--- src/rtl/uv_sphere_mesh_generator_macros.svh ---
// assertion macros for the uv sphere mesh generator
// clocked on i_clk, disabled while i_rst_n is low
`ifndef UV_SPHERE_MESH_GENERATOR_MACROS_SVH
`define UV_SPHERE_MESH_GENERATOR_MACROS_SVH

// same-cycle implication
`define USM_ASSERT_NOW(lbl, ante, cons, msg) \
    lbl: assert property (@(posedge i_clk) disable iff (!i_rst_n) (ante) |-> (cons)) \
        else $error(msg);

// next-cycle implication
`define USM_ASSERT_NEXT(lbl, ante, cons, msg) \
    lbl: assert property (@(posedge i_clk) disable iff (!i_rst_n) (ante) |=> (cons)) \
        else $error(msg);

`endif

--- src/rtl/usm_pkg.sv ---
// shared constants, types and functions of the uv sphere mesh generator
// no dependencies
package usm_pkg;

    localparam int FRAC_BITS    = 15;
    localparam int DIV_STEPS    = 32;
    localparam int TEX_SHIFT    = DIV_STEPS - FRAC_BITS;
    localparam int NORM_SHIFT   = 30 - FRAC_BITS;
    localparam int NORM_W       = 33 - NORM_SHIFT;
    localparam int HORNER_STEPS = 4;
    localparam int SIN_LAT      = HORNER_STEPS + 3;
    localparam int SIDE_DEPTH   = SIN_LAT + 2;
    localparam int ITEM_GAP     = 3;
    localparam int LANES        = 4;

    localparam logic [10:0] MAX_RINGS   = 11'd1024;
    localparam logic [10:0] MAX_SECTORS = 11'd1024;
    localparam logic [10:0] MIN_RINGS   = 11'd2;
    localparam logic [10:0] MIN_SECTORS = 11'd1;

    localparam logic [1:0] CFG_RINGS   = 2'd0;
    localparam logic [1:0] CFG_SECTORS = 2'd1;
    localparam logic [1:0] CFG_RADIUS  = 2'd2;
    localparam logic [1:0] CFG_LAYOUT  = 2'd3;

    localparam logic [1:0] LAYOUT_POS = 2'd0;
    localparam logic [1:0] LAYOUT_TEX = 2'd1;

    localparam logic [10:0] RST_RINGS   = 11'd16;
    localparam logic [10:0] RST_SECTORS = 11'd32;
    localparam logic [15:0] RST_RADIUS  = 16'd256;
    localparam logic [1:0]  RST_LAYOUT  = 2'd2;

    localparam logic [30:0]        Q30_ONE   = 31'h4000_0000;
    localparam logic signed [31:0] Q30_ONE_S = 32'sh4000_0000;
    localparam logic signed [63:0] Q30_HALF  = 64'sd536870912;
    localparam logic signed [31:0] K1 = 32'sd1686629713;
    localparam logic signed [31:0] K3 = -32'sd693598668;
    localparam logic signed [31:0] K5 = 32'sd85569298;
    localparam logic signed [31:0] K7 = -32'sd5026992;
    localparam logic signed [31:0] K9 = 32'sd172272;

    localparam logic signed [16:0] POS_MAX  = 17'sd65535;
    localparam logic signed [15:0] NORM_MAX = 16'sd32767;

    typedef struct packed {
        logic [9:0]  rem;
        logic [31:0] feed;
        logic [32:0] quo;
    } t_lane;

    typedef struct packed {
        logic              vld;
        logic [9:0]        ring;
        logic [9:0]        sect;
        t_lane [LANES-1:0] lane;
    } t_cell;

    typedef struct packed {
        logic        tri_ok;
        logic [15:0] tex_u;
        logic [15:0] tex_v;
        logic [19:0] tri_a;
        logic [19:0] tri_b;
        logic [19:0] tri_c;
        logic [19:0] tri_d;
    } t_side;

    function automatic logic signed [31:0] sin_coef(input int step);
        logic signed [31:0] k;
        case (step)
            0:       k = K7;
            1:       k = K5;
            2:       k = K3;
            default: k = K1;
        endcase
        return k;
    endfunction

    // integer part above the divisor is taken out before the chain
    function automatic t_lane lane_init(input logic [9:0] n, input logic [10:0] d,
                                        input logic [31:0] feed);
        t_lane l;
        logic  pre;
        pre    = ({1'b0, n} >= d);
        l.rem  = pre ? 10'({1'b0, n} - d) : n;
        l.feed = feed;
        l.quo  = {32'd0, pre};
        return l;
    endfunction

    function automatic logic signed [16:0] sat_pos(input logic signed [33:0] v);
        logic signed [16:0] o;
        if (v > 34'(POS_MAX)) begin
            o = POS_MAX;
        end else if (v < -34'(POS_MAX)) begin
            o = -POS_MAX;
        end else begin
            o = v[16:0];
        end
        return o;
    endfunction

    function automatic logic signed [15:0] sat_norm(input logic signed [NORM_W-1:0] v);
        logic signed [15:0] o;
        if (v > NORM_W'(NORM_MAX)) begin
            o = NORM_MAX;
        end else if (v < -NORM_W'(NORM_MAX)) begin
            o = -NORM_MAX;
        end else begin
            o = v[15:0];
        end
        return o;
    endfunction

endpackage

--- src/rtl/usm_div_cell.sv ---
// one restoring division step on each of the four quotient lanes
// depends on usm_pkg
module usm_div_cell (
    input  logic          i_clk,
    input  logic          i_rst_n,
    input  logic [10:0]   i_div_sec,
    input  logic [10:0]   i_div_ring,
    input  usm_pkg::t_cell i_cell,
    output usm_pkg::t_cell o_cell
);

    logic           r_vld;
    usm_pkg::t_cell r_cell;
    usm_pkg::t_cell n_cell;

    function automatic usm_pkg::t_lane step(input usm_pkg::t_lane l, input logic [10:0] d);
        usm_pkg::t_lane o;
        logic [10:0]    t;
        logic           ge;
        t      = {l.rem, l.feed[31]};
        ge     = (t >= d);
        o.rem  = ge ? 10'(t - d) : t[9:0];
        o.feed = {l.feed[30:0], 1'b0};
        o.quo  = {l.quo[31:0], ge};
        return o;
    endfunction

    always_comb begin
        n_cell = i_cell;
        for (int k = 0; k < usm_pkg::LANES; k++) begin
            n_cell.lane[k] = step(i_cell.lane[k], (k < 2) ? i_div_sec : i_div_ring);
        end
    end

    always_ff @(posedge i_clk) begin
        if (!i_rst_n) begin
            r_vld <= 1'b0;
        end else begin
            r_vld <= i_cell.vld;
        end
    end

    always_ff @(posedge i_clk) begin
        r_cell <= n_cell;
    end

    always_comb begin
        o_cell     = r_cell;
        o_cell.vld = r_vld;
    end

endmodule

--- config.mk ---
export PLATFORM = sky130hd
export DESIGN_NAME = usm_div_cell
export DESIGN_NICKNAME = d
export VERILOG_FILES = /design/src/rtl/uv_sphere_mesh_generator_macros.svh /design/src/rtl/usm_pkg.sv /design/src/rtl/usm_div_cell.sv
export SDC_FILE = /design/constraint.sdc
export NUM_CORES = 1
export LEC_CHECK = 0
export BUFFER_PORTS_ARGS = -buffer_cell sky130_fd_sc_hd__buf_2
export CAP_MARGIN = 20
export CORE_AREA = 8 8 253 255
export CTS_BUF_LIST = sky130_fd_sc_hd__clkbuf_8
export DETAILED_ROUTE_END_ITERATION = 12
export DIE_AREA = 0 0 261 263
export GPL_TIMING_DRIVEN = 1
export RECOVER_POWER = 100
export SETUP_SLACK_MARGIN = 0.05
export SLEW_MARGIN = 30
export SYNTH_ARGS = -nofsm -noshare
export SYNTH_HDL_FRONTEND = slang
export SYNTH_SLANG_ARGS = --single-unit
export TNS_END_PERCENT = 5
--- constraint.sdc ---
create_clock -name i_clk -period 5.4 [get_ports i_clk]
set_input_delay 0 -clock i_clk [delete_from_list [all_inputs] [get_ports i_clk]]
set_output_delay 0 -clock i_clk [all_outputs]
set_load 0.005 [all_outputs]
==> impl_metrics.toml, run 1 <==
[clock_tree]
postCtsSetupBuffers = 0
cts_root_buffer = "clkbuf_8"
cts-htree-levels = 2
cts.path.max_buffers = 3
tritoncts_num_sinks = 317
post_cts_resized = 0
cts_hold_buffers = 444
cts-buffers-inserted = 57

[logic_synthesis]
ys.flop_type = "dfxtp_1"
netlist_area_sq_um = 8980
netlist.area_leader.share = 0.707
async_reset_ff_frac = 0
number_of_warnings_issued_by_yosys = 0
synth.area.top_cells = "dfxtp_1 71%, ha_1 6.1%, mux2_2 3.3%"
synth.avg_cell_area_sq_um = 13.3
synth_cells = 674
ys_seq_area_frac = 0.707
ys_ff_latch = 317
post_synth_num_cell_types = 48
synth_edf_count = 0
yosysTopAreaCell = "dfxtp_1"

[floorplan]
initial_utilization = 0.150
die-height_um = 263
i_o_pin_count = 666
rows = 90
floorplan.die.width_um = 261

[status]
stop_stage = "clock tree synthesis"
run_status = "stopped before the end"
error = "[ERROR RSZ-0060] Max buffer count reached."

[placement]
placed_cells = 2110
place.gp.congestion = 0.852
portBuffers = 657
dpl.hpwl_um = 38600
[cells by family after synthesis]
family | synth area share
adders and majority gates | 0.0702
DFF | 0.707
buffers and inverters | 0.0227
other | 0.000417
muxes | 0.0493
xor gates and xnor gates | 0.0195
AOI/OAI and AO/OA | 0.0804
and+or+nand+nor | 0.0510
[cell usage after synthesis, drive strengths merged, types with 10 or more instances]
cell	count
nor2	21
a21o	10
o21ai	24
mux2	26
a21oi	30
ha	44
nand2	29
xnor2	12
inv	43
dfxtp	317
a211oi	10
mux2i	15
[per-stage QoR]
step                instance area (sq um)  setup slack [ns]
floorplan                            8990              3.42
global placement                    13200              3.06
detailed placement                  13200              3.05
==> run 2, diff against run 1 <==
--- a/config.mk
+++ b/config.mk
@@ -7,13 +7,12 @@
 export LEC_CHECK = 0
 export BUFFER_PORTS_ARGS = -buffer_cell sky130_fd_sc_hd__buf_2
 export CAP_MARGIN = 20
-export CORE_AREA = 8 8 253 255
-export CTS_BUF_LIST = sky130_fd_sc_hd__clkbuf_8
+export CORE_AREA = 8 8 250 252
 export DETAILED_ROUTE_END_ITERATION = 12
-export DIE_AREA = 0 0 261 263
+export DIE_AREA = 0 0 258 260
 export GPL_TIMING_DRIVEN = 1
+export PLACE_DENSITY_LB_ADDON = 0.15
 export RECOVER_POWER = 100
-export SETUP_SLACK_MARGIN = 0.05
 export SLEW_MARGIN = 30
 export SYNTH_ARGS = -nofsm -noshare
 export SYNTH_HDL_FRONTEND = slang
==> run 2 against run 1 <==
The flow now finishes, with violations (max-capacitance violations, max-slew violations); synthesized cell count stayed put; area after synthesis unchanged.
==> impl_metrics.toml, run 2 <==
[status]
run_status = "finished with violations"
failed_checks = "max-capacitance violations, max-slew violations"

[clock_tree]
cts.path.max_buffers = 3
cts.reportedPaths.clkPinSlew_ns = 0.06
cts-htree-levels = 2
tritoncts_num_sinks = 317
post_cts_resized = 0
cts_tree = "done"
cts-buffers-inserted = 38
cts_root_buffer = "clkbuf_16"

[placement]
portBuffers = 657
dpl.hpwl_um = 39900
cell_area_after_placement_sq_um = 13200
place.gp.congestion = 0.814

[power_and_ir_drop]
power.leakage_uw = 0.00762
power_density_nw_per_um2 = 347
vdd_ir_drop_max_mv = 0.227
p_clk_frac = 0.431
power.sequential.fraction = 0.425
total_switching_power_uw = 1490
p_sw_frac = 0.248
internal_power_uw = 4510
combinational_share_of_power = 0.144

[worst_setup_path]
cp_data_required_time_ns = 5.82
path_class = "in -> reg"
critical-path-slowest-cell = "a211oi_1"
type_of_element_launching_the_critical_path = "primary input"
critical_path.cell_chain = "dlygate4sd3_1 -> buf_2 -> ha_1 -> a21o_1 -> a21oi_1 -> nand2_1 -> a211oi_1 -> mux2i_1 -> dlygate4sd3_1"
critPathMaxStageDelay_ns = 1.37
cp-end-kind = "register"
timing.critical_path.mode_cell = "dlygate4sd3_1"
cp.arrival_ns = 3.83
critPathMaxFanout = 9

[floorplan]
i_o_pin_count = 666
floorplan.die.width_um = 258
rows = 89
design.die.area_sq_um = 67100
die-height_um = 260
initial_utilization = 0.154
core_sq_um = 58500

[logic_synthesis]
post_synth_and_or_nand_nor_area_fraction = 0.0510
most_frequent_cell_after_synthesis = "dfxtp_1"
netlist.area_leader.share = 0.707
synth.top_cells.by_count = "317 x dfxtp_1, 44 x ha_1, 42 x inv_1, 30 x a21oi_1, 29 x nand2_1"
synth-compound-area-share = 0.0804
synth.area.top_cells = "dfxtp_1 71%, ha_1 6.1%, mux2_2 3.3%"
netlist_area_sq_um = 8980
async_reset_ff_frac = 0
ys_seq_area_frac = 0.707
synth_cells = 674
post_synth_num_cell_types = 48
multiplexer_fraction_of_the_synthesized_cell_area = 0.0493
synth_top_family_by_area = "compound AO/OA/AOI/OAI gates"
ys.flop_type = "dfxtp_1"
ys_ff_latch = 317
synth_fa_ha_area_frac = 0.0702
xor_and_xnor_fraction_of_the_mapped_netlist_area = 0.0195
synth.avg_cell_area_sq_um = 13.3
yosysTopAreaCell = "dfxtp_1"
synth_edf_count = 0
number_of_warnings_issued_by_yosys = 0

[global_route]
grt_first_pass_wirelength_um = 67800
grt-ovfl-total = 0
pin_count_of_the_biggest_net_entering_global_routing = 14
groute.usage.overall = 0.137
initial_antenna_violation_count = 16
via_count_of_the_first_global_routing_pass = 9703

[timing]
timing.max_slew.rel_slack = -0.187
total_neg_setup_slack_ns = 0
min_period_over_period = 0.631
final-max-slew-violation-count = 20
max_freq_mhz = 293
final_hold_viol_count = 0
grt_setup_unrepaired = "no"
final_period_minus_worst_setup_slack_ns = 3.41
finalSetupViolCount = 0
worst_pin_slew_ns = 1.77

[drt]
wirelength_um = 48700
detail_route.vias_per_cell = 3.56
final_antenna_net_count = 0
routed_wire_length_per_instance_um = 19.5
drt_first_iter_violations = 308
routed-via-count = 8898
detail_route.drc_violations = 0
drt_pre_antenna_iters = 4

[finish]
layout.area.seq_sq_um = 6350
layout.nets = 2083
area.growth.synth_to_final_pct = 92.5
multi_input_comb_area_sq_um = 2400
post_route_cells_drive_above_1_share = 0.250
layout_commonest_cell = "buf_2"
final_cell_area_sq_um = 17300
most-common-layout-cells = "338 x buf_2, 322 x dlygate4sd3_1, 321 x clkbuf_1"
largest_reg_flops = 316
postLayoutCoreUtil = 0.296
final.fill_count = 6195

[flow_run]
maxCapViolations = 2

[min_path]
min-delay-path-class = "in -> reg"
## run 2: cell counts after synthesis
Identical to the previous run, type by type.
## run 2: through the flow
stage	total power (uW)	std cells	setup WS [ns]	hold WS, ns
5_1_grt	6320	2496	1.73	0.0556
2_1_floorplan	2890	677	3.42	0.0277
3_3_place_gp	3320	2101	3.04	0.102
6_report	6000	2498	1.99	0.0637
3_5_place_dp	3320	2101	3.03	0.104
4_1_cts	6200	2491	2.78	0.0275
## run 2: routing by layer
layer | global-route usage | up-vias | part of all wire
li1 | - | 4343 | -
met1 | 0.146 | 4037 | 0.37
met2 | 0.236 | 393 | 0.49
met3 | 0.0562 | 109 | 0.090
met4 | 0.0601 | 16 | 0.043
met5 | 0 | - | 0.0023
## run 2: kinds of logic (layout without fill, tap and decap cells)
| logic type | after synthesis | in the layout |
|---|---|---|
| AOI/OAI and AO/OA | 107 | 107 |
| xor gates and xnor gates | 20 | 20 |
| adders and majority gates | 48 | 48 |
| buffers and inverters | 49 | 1090 |
| DFF | 317 | 317 |
| muxes | 41 | 41 |
| other | 1 | 11 |
| and+or+nand+nor | 91 | 91 |
## run 2: cell type report
class	count	area share
timing repair buffer	979	0.353
multi-input combinational	311	0.139
tap	773	0.0559
inverter	43	0.00934
clock inverter	17	0.0103
clock buffer	51	0.0643
antenna	7	0.00101
sequential	317	0.367
## run 2: worst paths after layout
path,start,end,slack (ns),cells past startpoint
setup / recovery,i_cell[217],o_cell[215]$_DFF_P_,1.99,9
hold / removal,i_div_ring[1],o_cell[216]$_DFF_P_,0.06,4
## run 2: what timing repair did
action                                  in CTS  in global routing
buffers inserted                             0                  0
hold endpoints to repair                   313                  0
endpoints found under the setup margin       0                  0
hold buffers                               322                  0
## run 2: power groups by stage
| stage | Clock (uW) | Sequential, uW | Combinational [uW] |
|---|---|---|---|
| floorplan | 0 | 2620 | 263 |
| global placement | 0 | 2600 | 723 |
| detailed placement | 0 | 2600 | 717 |
| CTS | 2710 | 2550 | 938 |
| global route | 2800 | 2570 | 956 |
| finish | 2580 | 2550 | 865 |
## run 2: critical path: cells and delay by family
kind	cells	cell delay, ns
multiplexers	1	0.17
AND/OR/NAND/NOR	1	0.15
AO/OA/AOI/OAI	3	1.80
buffers and inverters	3	1.34
adder cells (fa/ha/maj)	1	0.36
(Power assumes the default switching activity.)
